--- src/rtl/dlle_pkg.sv ---
package dlle_pkg;

    localparam int NODES      = 64;
    localparam int VALUE_BITS = 32;
    localparam int SLOT_W     = $clog2(NODES);
    localparam int LINK_W     = SLOT_W + 1;
    localparam int CNT_W      = $clog2(NODES + 1);

    localparam logic [LINK_W-1:0] NONE_LINK = LINK_W'(NODES);

    localparam logic [2:0] REQ_PUSH_FRONT = 3'd0;
    localparam logic [2:0] REQ_PUSH_BACK  = 3'd1;
    localparam logic [2:0] REQ_POP_FRONT  = 3'd2;
    localparam logic [2:0] REQ_POP_BACK   = 3'd3;
    localparam logic [2:0] REQ_REMOVE     = 3'd4;
    localparam logic [2:0] REQ_READ_POS   = 3'd5;
    localparam logic [2:0] REQ_CLEAR      = 3'd6;

    localparam logic [2:0] ST_OK        = 3'd0;
    localparam logic [2:0] ST_NULL      = 3'd1;
    localparam logic [2:0] ST_FULL      = 3'd2;
    localparam logic [2:0] ST_BAD_HANDLE = 3'd3;
    localparam logic [2:0] ST_BAD_POS   = 3'd4;

    typedef struct packed {
        logic [2:0]  req_type;
        logic [31:0] value;
        logic [5:0]  handle;
        logic [5:0]  position;
    } t_in;

    typedef struct packed {
        logic [2:0]  status;
        logic [31:0] result_value;
        logic [5:0]  new_handle;
        logic [6:0]  count;
        logic [31:0] front_value;
        logic [31:0] back_value;
    } t_out;

    typedef struct packed {
        logic              full;
        logic [SLOT_W-1:0] slot;
    } t_alloc;

    typedef enum logic [3:0] {
        S_IDLE,
        S_EXEC,
        S_LINK,
        S_RM_RD,
        S_RM_WR,
        S_RM_VAL,
        S_WALK_RD,
        S_WALK_DT,
        S_VAL_DT,
        S_DONE
    } t_state;

endpackage

--- src/rtl/dlle_ram.sv ---
module dlle_ram #(
    parameter int WIDTH = 8,
    parameter int DEPTH = 64,
    localparam int AW = $clog2(DEPTH)
) (
    input  logic             i_clk,
    input  logic             i_we,
    input  logic [AW-1:0]    i_waddr,
    input  logic [WIDTH-1:0] i_wdata,
    input  logic [AW-1:0]    i_raddr,
    output logic [WIDTH-1:0] o_rdata
);

    logic [WIDTH-1:0] r_mem [DEPTH];

    always_ff @(posedge i_clk) begin
        if (i_we) begin
            r_mem[i_waddr] <= i_wdata;
        end
        o_rdata <= r_mem[i_raddr];
    end

endmodule

--- src/rtl/dlle_alloc.sv ---
module dlle_alloc (
    input  logic [dlle_pkg::NODES-1:0] i_used,
    output dlle_pkg::t_alloc           o_alloc
);

    // lowest free slot wins
    always_comb begin
        o_alloc.full = &i_used;
        o_alloc.slot = '0;
        for (int i = dlle_pkg::NODES - 1; i >= 0; i--) begin
            if (!i_used[i]) begin
                o_alloc.slot = dlle_pkg::SLOT_W'(i);
            end
        end
    end

endmodule

--- src/rtl/doubly_linked_list_engine.sv ---
// Doubly linked list over a pool of 64 slots kept in three one-port-read RAMs
// (value, next link, prev link); head, tail, count, the used-slot map and the
// head and tail values sit in flip-flops. One request is handled at a time:
// push writes the new node and, when the list was not empty, then splices the
// old end; pop and remove read the links, rewrite the neighbors and, when an
// end moves, fetch the new end value; clear and refused requests go straight
// to the finish step, and read by position walks the next-link RAM from the
// head. The result is then handed to the output register. A new request is
// taken while the previous result still waits at the output. A push gets the
// lowest free slot as its handle; zero values are refused as null.
module doubly_linked_list_engine (
    input  logic           i_clk,
    input  logic           i_rst_n,
    input  logic           i_in_valid,
    output logic           o_in_ready,
    input  dlle_pkg::t_in  i_in_data,
    output logic           o_out_valid,
    input  logic           i_out_ready,
    output dlle_pkg::t_out o_out_data
);

    localparam int SW = dlle_pkg::SLOT_W;
    localparam int LW = dlle_pkg::LINK_W;
    localparam int VW = dlle_pkg::VALUE_BITS;
    localparam int CW = dlle_pkg::CNT_W;

    dlle_pkg::t_state         r_state, n_state;
    dlle_pkg::t_in            r_rq, n_rq;
    logic [dlle_pkg::NODES-1:0] r_used, n_used;
    logic [LW-1:0]            r_head, n_head, r_tail, n_tail;
    logic [CW-1:0]            r_count, n_count;
    logic [VW-1:0]            r_front, n_front, r_back, n_back;
    logic [SW-1:0]            r_slot, n_slot, r_cur, n_cur;
    logic [5:0]               r_idx, n_idx;
    logic [2:0]               r_status, n_status;
    logic [VW-1:0]            r_res, n_res;
    logic [SW-1:0]            r_nh, n_nh;
    logic                     r_fix_front, n_fix_front;
    // old end slot for the splice after a push: old head on a front push,
    // old tail on a back push
    logic [SW-1:0]            r_old_end, n_old_end;
    dlle_pkg::t_out           r_out, n_out;
    logic                     r_out_valid, n_out_valid;

    // RAM ports
    logic          val_we, nxt_we, prv_we;
    logic [SW-1:0] val_waddr, nxt_waddr, prv_waddr;
    logic [VW-1:0] val_wdata, val_rdata;
    logic [LW-1:0] nxt_wdata, prv_wdata, nxt_rdata, prv_rdata;
    logic [SW-1:0] val_raddr, nxt_raddr, prv_raddr;

    dlle_pkg::t_alloc alloc;

    dlle_alloc u_alloc (
        .i_used  (r_used),
        .o_alloc (alloc)
    );

    dlle_ram #(.WIDTH(VW), .DEPTH(dlle_pkg::NODES)) u_val_ram (
        .i_clk   (i_clk),
        .i_we    (val_we),
        .i_waddr (val_waddr),
        .i_wdata (val_wdata),
        .i_raddr (val_raddr),
        .o_rdata (val_rdata)
    );

    dlle_ram #(.WIDTH(LW), .DEPTH(dlle_pkg::NODES)) u_nxt_ram (
        .i_clk   (i_clk),
        .i_we    (nxt_we),
        .i_waddr (nxt_waddr),
        .i_wdata (nxt_wdata),
        .i_raddr (nxt_raddr),
        .o_rdata (nxt_rdata)
    );

    dlle_ram #(.WIDTH(LW), .DEPTH(dlle_pkg::NODES)) u_prv_ram (
        .i_clk   (i_clk),
        .i_we    (prv_we),
        .i_waddr (prv_waddr),
        .i_wdata (prv_wdata),
        .i_raddr (prv_raddr),
        .o_rdata (prv_rdata)
    );

    assign o_in_ready  = (r_state == dlle_pkg::S_IDLE);
    assign o_out_valid = r_out_valid;
    assign o_out_data  = r_out;

    always_ff @(posedge i_clk) begin
        if (!i_rst_n) begin
            r_state     <= dlle_pkg::S_IDLE;
            r_used      <= '0;
            r_head      <= dlle_pkg::NONE_LINK;
            r_tail      <= dlle_pkg::NONE_LINK;
            r_count     <= '0;
            r_front     <= '0;
            r_back      <= '0;
            r_out_valid <= 1'b0;
        end else begin
            r_state     <= n_state;
            r_used      <= n_used;
            r_head      <= n_head;
            r_tail      <= n_tail;
            r_count     <= n_count;
            r_front     <= n_front;
            r_back      <= n_back;
            r_out_valid <= n_out_valid;
        end
    end

    // payload registers, no reset
    always_ff @(posedge i_clk) begin
        r_rq        <= n_rq;
        r_slot      <= n_slot;
        r_cur       <= n_cur;
        r_idx       <= n_idx;
        r_status    <= n_status;
        r_res       <= n_res;
        r_nh        <= n_nh;
        r_fix_front <= n_fix_front;
        r_old_end   <= n_old_end;
        r_out       <= n_out;
    end

    always_comb begin
        logic [LW-1:0] p;
        logic [LW-1:0] n;
        logic [VW-1:0] v;

        p = prv_rdata;
        n = nxt_rdata;
        v = r_rq.value[VW-1:0];

        n_state     = r_state;
        n_rq        = r_rq;
        n_used      = r_used;
        n_head      = r_head;
        n_tail      = r_tail;
        n_count     = r_count;
        n_front     = r_front;
        n_back      = r_back;
        n_slot      = r_slot;
        n_cur       = r_cur;
        n_idx       = r_idx;
        n_status    = r_status;
        n_res       = r_res;
        n_nh        = r_nh;
        n_fix_front = r_fix_front;
        n_old_end   = r_old_end;
        n_out       = r_out;
        n_out_valid = r_out_valid && !i_out_ready;

        val_we    = 1'b0;
        val_waddr = '0;
        val_wdata = '0;
        val_raddr = '0;
        nxt_we    = 1'b0;
        nxt_waddr = '0;
        nxt_wdata = '0;
        nxt_raddr = r_slot;
        prv_we    = 1'b0;
        prv_waddr = '0;
        prv_wdata = '0;
        prv_raddr = r_slot;

        unique case (r_state)
            dlle_pkg::S_IDLE: begin
                // take the request
                if (i_in_valid) begin
                    n_rq    = i_in_data;
                    n_state = dlle_pkg::S_EXEC;
                end
            end

            dlle_pkg::S_EXEC: begin
                n_status = dlle_pkg::ST_OK;
                n_res    = '0;
                n_nh     = '0;
                n_state  = dlle_pkg::S_DONE;
                case (r_rq.req_type) inside
                    dlle_pkg::REQ_PUSH_FRONT, dlle_pkg::REQ_PUSH_BACK: begin
                        if (v == '0) begin
                            n_status = dlle_pkg::ST_NULL;
                        end else if (alloc.full) begin
                            n_status = dlle_pkg::ST_FULL;
                        end else begin
                            // write the new node, splice the neighbor next cycle
                            val_we    = 1'b1;
                            val_waddr = alloc.slot;
                            val_wdata = v;
                            nxt_we    = 1'b1;
                            nxt_waddr = alloc.slot;
                            prv_we    = 1'b1;
                            prv_waddr = alloc.slot;
                            n_used[alloc.slot] = 1'b1;
                            n_count = r_count + 1'b1;
                            n_nh    = alloc.slot;
                            n_slot  = alloc.slot;
                            if (r_head == dlle_pkg::NONE_LINK) begin
                                nxt_wdata = dlle_pkg::NONE_LINK;
                                prv_wdata = dlle_pkg::NONE_LINK;
                                n_head  = LW'(alloc.slot);
                                n_tail  = LW'(alloc.slot);
                                n_front = v;
                                n_back  = v;
                            end else if (r_rq.req_type == dlle_pkg::REQ_PUSH_FRONT) begin
                                nxt_wdata = r_head;
                                prv_wdata = dlle_pkg::NONE_LINK;
                                n_old_end = r_head[SW-1:0];
                                n_head  = LW'(alloc.slot);
                                n_front = v;
                                n_state = dlle_pkg::S_LINK;
                            end else begin
                                nxt_wdata = dlle_pkg::NONE_LINK;
                                prv_wdata = r_tail;
                                n_old_end = r_tail[SW-1:0];
                                n_tail  = LW'(alloc.slot);
                                n_back  = v;
                                n_state = dlle_pkg::S_LINK;
                            end
                        end
                    end
                    dlle_pkg::REQ_POP_FRONT: begin
                        if (r_head != dlle_pkg::NONE_LINK) begin
                            n_slot  = r_head[SW-1:0];
                            n_res   = r_front;
                            n_state = dlle_pkg::S_RM_RD;
                        end
                    end
                    dlle_pkg::REQ_POP_BACK: begin
                        if (r_tail != dlle_pkg::NONE_LINK) begin
                            n_slot  = r_tail[SW-1:0];
                            n_res   = r_back;
                            n_state = dlle_pkg::S_RM_RD;
                        end
                    end
                    dlle_pkg::REQ_REMOVE: begin
                        if ((32'(r_rq.handle) < dlle_pkg::NODES) &&
                            r_used[SW'(r_rq.handle)]) begin
                            n_slot  = SW'(r_rq.handle);
                            n_state = dlle_pkg::S_RM_RD;
                        end else begin
                            n_status = dlle_pkg::ST_BAD_HANDLE;
                        end
                    end
                    dlle_pkg::REQ_READ_POS: begin
                        if (32'(r_rq.position) >= 32'(r_count)) begin
                            n_status = dlle_pkg::ST_BAD_POS;
                        end else begin
                            n_cur   = r_head[SW-1:0];
                            n_idx   = '0;
                            n_state = dlle_pkg::S_WALK_RD;
                        end
                    end
                    dlle_pkg::REQ_CLEAR: begin
                        n_used  = '0;
                        n_head  = dlle_pkg::NONE_LINK;
                        n_tail  = dlle_pkg::NONE_LINK;
                        n_count = '0;
                        n_front = '0;
                        n_back  = '0;
                    end
                    default: begin
                    end
                endcase
            end

            dlle_pkg::S_LINK: begin
                // point the old end at the new node
                if (r_rq.req_type == dlle_pkg::REQ_PUSH_FRONT) begin
                    prv_we    = 1'b1;
                    prv_waddr = r_old_end;
                    prv_wdata = LW'(r_slot);
                end else begin
                    nxt_we    = 1'b1;
                    nxt_waddr = r_old_end;
                    nxt_wdata = LW'(r_slot);
                end
                n_state = dlle_pkg::S_DONE;
            end

            dlle_pkg::S_RM_RD: begin
                // link RAM reads of r_slot are issued by default
                n_state = dlle_pkg::S_RM_WR;
            end

            dlle_pkg::S_RM_WR: begin
                if (p != dlle_pkg::NONE_LINK) begin
                    nxt_we    = 1'b1;
                    nxt_waddr = p[SW-1:0];
                    nxt_wdata = n;
                end else begin
                    n_head = n;
                end
                if (n != dlle_pkg::NONE_LINK) begin
                    prv_we    = 1'b1;
                    prv_waddr = n[SW-1:0];
                    prv_wdata = p;
                end else begin
                    n_tail = p;
                end
                n_used[r_slot] = 1'b0;
                n_count = r_count - 1'b1;
                n_state = dlle_pkg::S_DONE;
                if (p == dlle_pkg::NONE_LINK && n == dlle_pkg::NONE_LINK) begin
                    n_front = '0;
                    n_back  = '0;
                end else if (p == dlle_pkg::NONE_LINK) begin
                    // new head: fetch its value
                    val_raddr   = n[SW-1:0];
                    n_fix_front = 1'b1;
                    n_state     = dlle_pkg::S_RM_VAL;
                end else if (n == dlle_pkg::NONE_LINK) begin
                    val_raddr   = p[SW-1:0];
                    n_fix_front = 1'b0;
                    n_state     = dlle_pkg::S_RM_VAL;
                end
            end

            dlle_pkg::S_RM_VAL: begin
                if (r_fix_front) begin
                    n_front = val_rdata;
                end else begin
                    n_back = val_rdata;
                end
                n_state = dlle_pkg::S_DONE;
            end

            dlle_pkg::S_WALK_RD: begin
                // at the target: read its value, else follow next
                nxt_raddr = r_cur;
                val_raddr = r_cur;
                if (r_idx == r_rq.position) begin
                    n_state = dlle_pkg::S_VAL_DT;
                end else begin
                    n_state = dlle_pkg::S_WALK_DT;
                end
            end

            dlle_pkg::S_WALK_DT: begin
                n_cur   = n[SW-1:0];
                n_idx   = r_idx + 1'b1;
                n_state = dlle_pkg::S_WALK_RD;
            end

            dlle_pkg::S_VAL_DT: begin
                n_res   = val_rdata;
                n_state = dlle_pkg::S_DONE;
            end

            dlle_pkg::S_DONE: begin
                // hold until the output register is free
                if (!r_out_valid || i_out_ready) begin
                    n_out.status       = r_status;
                    n_out.result_value = 32'(r_res);
                    n_out.new_handle   = 6'(r_nh);
                    n_out.count        = 7'(r_count);
                    n_out.front_value  = 32'(r_front);
                    n_out.back_value   = 32'(r_back);
                    n_out_valid        = 1'b1;
                    n_state            = dlle_pkg::S_IDLE;
                end
            end

            default: begin
                n_state = dlle_pkg::S_IDLE;
            end
        endcase
    end

    // count stays within the pool
    a_count_range: assert property (@(posedge i_clk) disable iff (!i_rst_n)
        32'(r_count) <= dlle_pkg::NODES)
        else $error("element count beyond pool size");

    // empty list has no head and no tail
    a_empty_ends: assert property (@(posedge i_clk) disable iff (!i_rst_n)
        (r_count == '0) == (r_head == dlle_pkg::NONE_LINK) &&
        (r_count == '0) == (r_tail == dlle_pkg::NONE_LINK))
        else $error("head/tail disagree with count");

    // used map tracks the count
    a_used_count: assert property (@(posedge i_clk) disable iff (!i_rst_n)
        $countones(r_used) == 32'(r_count))
        else $error("used-slot map disagrees with count");

    // a result appears only from the finish step
    a_out_source: assert property (@(posedge i_clk) disable iff (!i_rst_n)
        $rose(r_out_valid) |-> $past(r_state == dlle_pkg::S_DONE))
        else $error("result raised outside finish step");

endmodule
--- config.mk ---
export PLATFORM = sky130hd
export DESIGN_NAME = doubly_linked_list_engine
export DESIGN_NICKNAME = d
export VERILOG_FILES = /design/src/rtl/dlle_pkg.sv /design/src/rtl/dlle_ram.sv /design/src/rtl/dlle_alloc.sv /design/src/rtl/doubly_linked_list_engine.sv
export SDC_FILE = /design/constraint.sdc
export NUM_CORES = 2
export LEC_CHECK = 0
export BUFFER_PORTS_ARGS = -buffer_cell sky130_fd_sc_hd__buf_2
export CORE_ASPECT_RATIO = 1.2
export CORE_MARGIN = 2
export CORE_UTILIZATION = 62
export CTS_BUF_LIST = sky130_fd_sc_hd__clkbuf_8
export CTS_CLUSTER_SIZE = 16
export DETAILED_ROUTE_END_ITERATION = 12
export PLACE_DENSITY = 0.78
export SKIP_CTS_REPAIR_TIMING = 1
export SYNTH_ARGS = -nofsm -noshare
export SYNTH_HDL_FRONTEND = slang
export SYNTH_HIERARCHICAL = 1
export SYNTH_SLANG_ARGS = --single-unit
--- constraint.sdc ---
create_clock -name i_clk -period 17.7 [get_ports i_clk]
set_input_delay 1.77 -clock i_clk [delete_from_list [all_inputs] [get_ports i_clk]]
set_output_delay 1.77 -clock i_clk [all_outputs]
set_load 0.02 [all_outputs]
Word level (Yosys, flattened, before mapping)

Memory sizes are Yosys's and may differ from the RTL's. A register that Yosys moved wholly into a read port is not among the register bits.
Index checks and enable logic that the tools add are counted.

Memory bits (writable): 2944
Logic and storage cells: 365
Output and inout port bits: 114
Memories: 3
Input port bits: 51
Bits in registers: 379

Equal/unequal tests: 49
Multiplexer cells: 239
Add/subtract/negate cells: 3
Reduce and logical (&&, ||, !) cells: 32
Bitwise gates (word level): 7
Magnitude comparators: 6

Memories:

| memory          | depth | width | rd ports | clocked after Yosys merged registers in | wr ports | line           | source |
|---|---|---|---|---|---|---|---|
| u_val_ram.r_mem | 64    | 32    | 1        | 1                                       | 1        | dlle_ram.sv:14 | `logic [WIDTH-1:0] r_mem [DEPTH];` |
| u_nxt_ram.r_mem | 64    | 7     | 1        | 1                                       | 1        | dlle_ram.sv:14 |  |
| u_prv_ram.r_mem | 64    | 7     | 1        | 1                                       | 1        | dlle_ram.sv:14 |  |

Operators by type and width:

| operator                                                             | number |
|---|---|
| 32-bit two-way mux                                                   | 27 |
| 6-bit two-way mux                                                    | 100 |
| 64-bit two-way mux                                                   | 8 |
| 7-bit two-way mux                                                    | 37 |
| 32-bit case mux with 3 select lines                                  | 2 |
| 64-bit case mux with 2 select lines                                  | 1 |
| 4-bit two-way mux                                                    | 18 |
| 64-bit AND                                                           | 1 |
| 64-bit NOT                                                           | 1 |
| 64-bit bitwise OR                                                    | 1 |
| 32-bit case mux with 2 select lines                                  | 1 |
| 64-bit AND reduction                                                 | 1 |
| 7-bit case mux with 2 select lines                                   | 3 |
| 7-bit case mux with 3 select lines                                   | 2 |
| 6-bit case mux with 2 select lines                                   | 3 |
| 6-bit case mux with 3 select lines                                   | 2 |
| 32-bit zero test                                                     | 1 |
| 4-bit case mux with 8 select lines                                   | 1 |
| 2-bit != test, second input constant                                 | 15 |
| 7-bit != test, second input constant                                 | 4 |
| 11-bit AND reduction                                                 | 2 |
| 7-bit == test, second input constant                                 | 3 |
| 6-bit by 7-bit < comparator with 1-bit output, second input constant | 3 |
| 3-bit != test, second input constant                                 | 7 |
| other kinds (39)                                                     | 92 |

Logic depth before layout (Yosys ltp)

Word-level depth: 73
Gate-level depth with buffers: 17
Mapped depth without buffers: 15

Hierarchy

The synthesis kept the hierarchy.

By module, submodules not included:

| module                    | area each (um2) | sequential area each (um2) | cells each | instances |
|---|---|---|---|---|
| dlle_ram (u_val_ram)      | 78515.3         | 62139.6                    | 3324       | 1 |
| dlle_ram (u_nxt_ram ...)  | 17673.2         | 13593.0                    | 837        | 2 |
| doubly_linked_list_engine | 16713.5         | 9839.4                     | 1526       | 1 |
| dlle_alloc                | 788.3           | 0.0                        | 148        | 1 |

Worst setup path before layout

OpenSTA, ideal clock, no wires.

Kind: input-to-reg
From: input port i_out_ready
To: register r_out (netlist bit o_out_data[0]) (enable)
Setup slack: 10.643 ns
Library setup time: 0.585 ns
Required time: 17.115 ns
Stages on the path: 2
Data arrival time: 6.472 ns
Path through: nor2b_1 > nor2_1

Cells in the longest elaborated chain, start to end: 2

Ends and longest elaborated chain:

| what                          | line                             | source |
|---|---|---|
| start: declaration            | doubly_linked_list_engine.sv:18  | `input logic i_out_ready,` |
| 1-bit logical OR              | doubly_linked_list_engine.sv:354 | `if (!r_out_valid \|\| i_out_ready) begin` |
| 2-bit AND reduction (no line) | --                               |  |
| end signal: assignment        | doubly_linked_list_engine.sv:123 | `r_out <= n_out;` |
| end: declaration              | doubly_linked_list_engine.sv:42  | `dlle_pkg::t_out r_out, n_out;` |

Every way passes these cells.
A chain may end at the register's enable or synchronous reset.

Worst setup path in the final report

From: register r_state[0]
To: register u_val_ram.o_rdata[16] (read register of u_val_ram.r_mem)

Cells in the longest elaborated chain, start to end: 2

Ends and longest elaborated chain:

| what                                     | line                             | source |
|---|---|---|
| start: declaration                       | doubly_linked_list_engine.sv:27  | `dlle_pkg::t_state r_state, n_state;` |
| start signal: assignment                 | doubly_linked_list_engine.sv:92  | `r_state <= dlle_pkg::S_IDLE;` |
| start signal: assignment                 | doubly_linked_list_engine.sv:101 | `r_state <= n_state;` |
| 4-bit by 3-bit == test with 1-bit output | doubly_linked_list_engine.sv:167 | `unique case (r_state)` |
| 6-bit case mux with 2 select lines *     | doubly_linked_list_engine.sv:167 |  |
| net val_raddr[0]                         | doubly_linked_list_engine.sv:50  | `logic [SW-1:0] val_raddr, nxt_raddr, prv_raddr;` |
| end: declaration                         | dlle_ram.sv:11                   | `output logic [WIDTH-1:0] o_rdata` |

The timed path passes the listed nets; every way through them passes the cells marked *.

==> metrics.yaml <==
outcome: "finished, final reports clean"
dr.pass1.iters: 8
ys_warn_count: 6
cts_buffers: 488
cp.required_ns: 18.71
clk_latency_ns: 1.15
crit_slowest_cell: "o21ai_4"
wl_um: 328000
synth_edf_count: 3169
ios: 165
grt_max_degree: 149
tightestPinTransition_ns: 1.29
cts_tree: "yes"
num_rows: 185
drt.antenna.violating_nets: 0
ys_seq_area_share_pct: 75.5
synth_cells: 6672
critical_path_class: "reg2reg"
place_hpwl_um: 192000
setup_viol: 0
final_area_sq_mm: 0.145
dieArea_sq_mm: 0.216
synth_nets: 6733
synthXorXnorAreaFrac_pct: 0.0867
portBuffers: 164
yosys_most_used_dff: "edfxtp_1"
synth_top_area_share_pct: 72.4
wire_per_inst_um: 31.8
grt_pass1_wl_um: 474000
cp-end-kind: "flip-flop"
grt_pass1_vias: 69800
worstPathArrival_ns: 7.55
tns_ns: 0
min_path_cells: 0
slew_viol_final: 0
drc: 0
rsz0062_at_grt: "no"
stdcell_count: 10300
slowest_delay_ns: 0.95
crit_path_start_kind: "flip-flop"
grt_usage_pct: 30.5
cts_max_path_buffers: 4
synthSimpleGateAreaFrac_pct: 4.00
antenna_found_initial: 18
clk_pin_slew_ns: 0.07
h-tree-depth: 5
synthMuxAreaShare_pct: 15.0
drt_iter0_markers: 9720
async_reset_ff_share_pct: 0
worst_slack_ns: 11.17
vias: 69900
viasPerCell: 6.78
synthTopCellsByArea: "edfxtp_1 72%, mux4_2 13%, dfxtp_1 3.0%"
maxCapViolCount: 0
synthesis.area_sq_mm: 0.131
ys_seq_elements: 3369
finalHoldViolations: 0
cp_common_cell: "buf_4"
drive_gt1_share_pct: 25.9
cellLeakagePower_nw: 45.1
post-route-util_pct: 68.8
path_cells: "nor4b_4, buf_4, nand2b_1, o21ai_4, buf_4, buf_12, buf_4, mux4_2, mux4_2, o22ai_1, nor2_1"
powerDensity_mw_per_mm2: 113
core_area_sq_mm: 0.211
synth_compound_area_share_pct: 3.72
gp_congestion: 0.927
max_freq_ghz: 0.153
hold_path.class: "reg2reg"
ir_worst_vdd_mv: 0.0633
synth_area_per_cell_sq_um: 19.7
cts-root-buf: "clkbuf_8"
timing.final.crit_share_pct: 36.9
nets: 7151
place_worst_setup_slack_ns: 11.01
p_total_mw: 16.4
syn2layout_area_growth_pct: 10.6
ff2ff_path_depth: 11
skew_ns: 0.0716
fp.dieW_um: 424
yosysTopAreaCell: "edfxtp_1"
fin_crit_ns: 6.53
clock_sinks: 3369
grt_remaining_overflow: 0
worstPathMaxFanout: 101
die_height_um: 508
synth_top_family_by_area: "multiplexers"
dpl_cell_area_sq_mm: 0.136
holdWs_ns: 0.421
start_util_pct: 62.2
slew_headroom_pct: 13.8
synthAdderAreaFrac_pct: 0.0952
synth_cell_types: 75
dp_cells: 9403
layout make-up:
| cell class | count | area, sq um |
|---|---|---|
| Sequential cell | 3369 | 99200 |
| Fill cell | 12500 | 65900 |
| Clock inverter | 348 | 1830 |
| Clock buffer | 543 | 7470 |
| Antenna cell | 9 | 22.5 |
| Timing Repair Buffer | 325 | 2110 |
| Tap cell | 2805 | 3510 |
| Inverter | 44 | 178 |
| Multi-Input combinational cell | 2862 | 30900 |
layout by cell type, fill, tap and decap left out, types with 33 or more instances in the layout:
cell type / netlist / routed
o221ai_1: 44 / 38
edfxtp_1: 3169 / 3169
a22o_1: 39 / 39
dfxtp_1: 200 / 200
nand2_1: 286 / 282
clkbuf_8: 0 / 543
buf_4: 38 / 155
clkinv_2: 0 / 68
a21oi_1: 92 / 92
buf_2: 93 / 163
mux2i_1: 198 / 198
nor3_1: 42 / 38
nor2_4: 1 / 64
inv_1: 43 / 198
clkinv_1: 0 / 95
o21ai_0: 133 / 127
mux4_2: 781 / 781
a31oi_1: 73 / 72
o22ai_1: 122 / 122
a22oi_1: 70 / 70
nor2_1: 432 / 367
and2_2: 0 / 33
nand3_1: 73 / 72
Yosys cell counts (all sizes together), types with 9 or more instances:
cell / number
o31ai: 20
or3b: 17
and2: 41
nor3: 43
nor4: 20
clkbuf: 217
inv: 43
a22o: 39
a22oi: 70
edfxtp: 3169
ha: 10
nor2: 433
o221ai: 44
nand3: 74
o22ai: 123
a311oi: 24
or3: 17
nand3b: 31
mux4: 781
o211ai: 11
or2: 23
a21oi: 92
buf: 180
a31oi: 73
nand4: 32
mux2i: 198
mux2: 14
dfxtp: 200
nand2b: 30
nand2: 286
o21ai: 146
and3b: 9
nor2b: 25
and3: 16
a211oi: 35
nor3b: 13
path summary, 6_finish.rpt:
check,from,to,slack (ns)
worst max register to register,r_state[0]$_SDFFE_PN0P_,u_val_ram/o_rdata[16]$_DFF_P_,11.17
worst min-delay path,r_res[12]$_DFFE_PP_,o_out_data[89]$_DFFE_PP_,0.42
worst max-delay path,r_state[0]$_SDFFE_PN0P_,u_val_ram/o_rdata[16]$_DFF_P_,11.17
worst min register to register,r_res[12]$_DFFE_PP_,o_out_data[89]$_DFFE_PP_,0.42
worst max-delay path: cells and delay by family, from the launching register on:
kind	cells	cell delay, ns
buf+inv	4	2.54
mux	2	1.07
compound gates	2	1.18
flops	1	0.49
simple gates	3	0.83
cells by family (layout without fill, tap and decap cells):
| kind of cell | Yosys count | in the layout |
|---|---|---|
| flops | 3369 | 3369 |
| compound gates | 726 | 726 |
| simple gates | 1120 | 1120 |
| other cells | 0 | 9 |
| xor+xnor | 13 | 13 |
| buf+inv | 441 | 1260 |
| mux | 993 | 993 |
| fa+ha+maj | 10 | 10 |
where the power goes:
group          switching, mW  internal (mW)  total, mW
combinational          0.924          0.410       1.33
clock                   2.87           3.01       5.88
sequential             0.198           9.04       9.24
layer usage:
| metal | routed length (um) | GRT usage, % | up-vias |
|---|---|---|---|
| li1 | - | - | 28400 |
| met1 | 115000 | 40.5 | 36000 |
| met2 | 163000 | 50.2 | 4760 |
| met3 | 36400 | 6.38 | 777 |
| met4 | 13100 | 12.1 | 12 |
| met5 | 89 | 0 | - |
registers in the layout, indices dropped and copies added, names as in the netlist, 47 cells and up:
register,flops
u_val_ram/r_mem,2048
u_nxt_ram/r_mem,448
u_prv_ram/r_mem,448
o_out_data,112
r_used,64
r_rq,47
No activity file was read; power rests on OpenSTA's default activity.
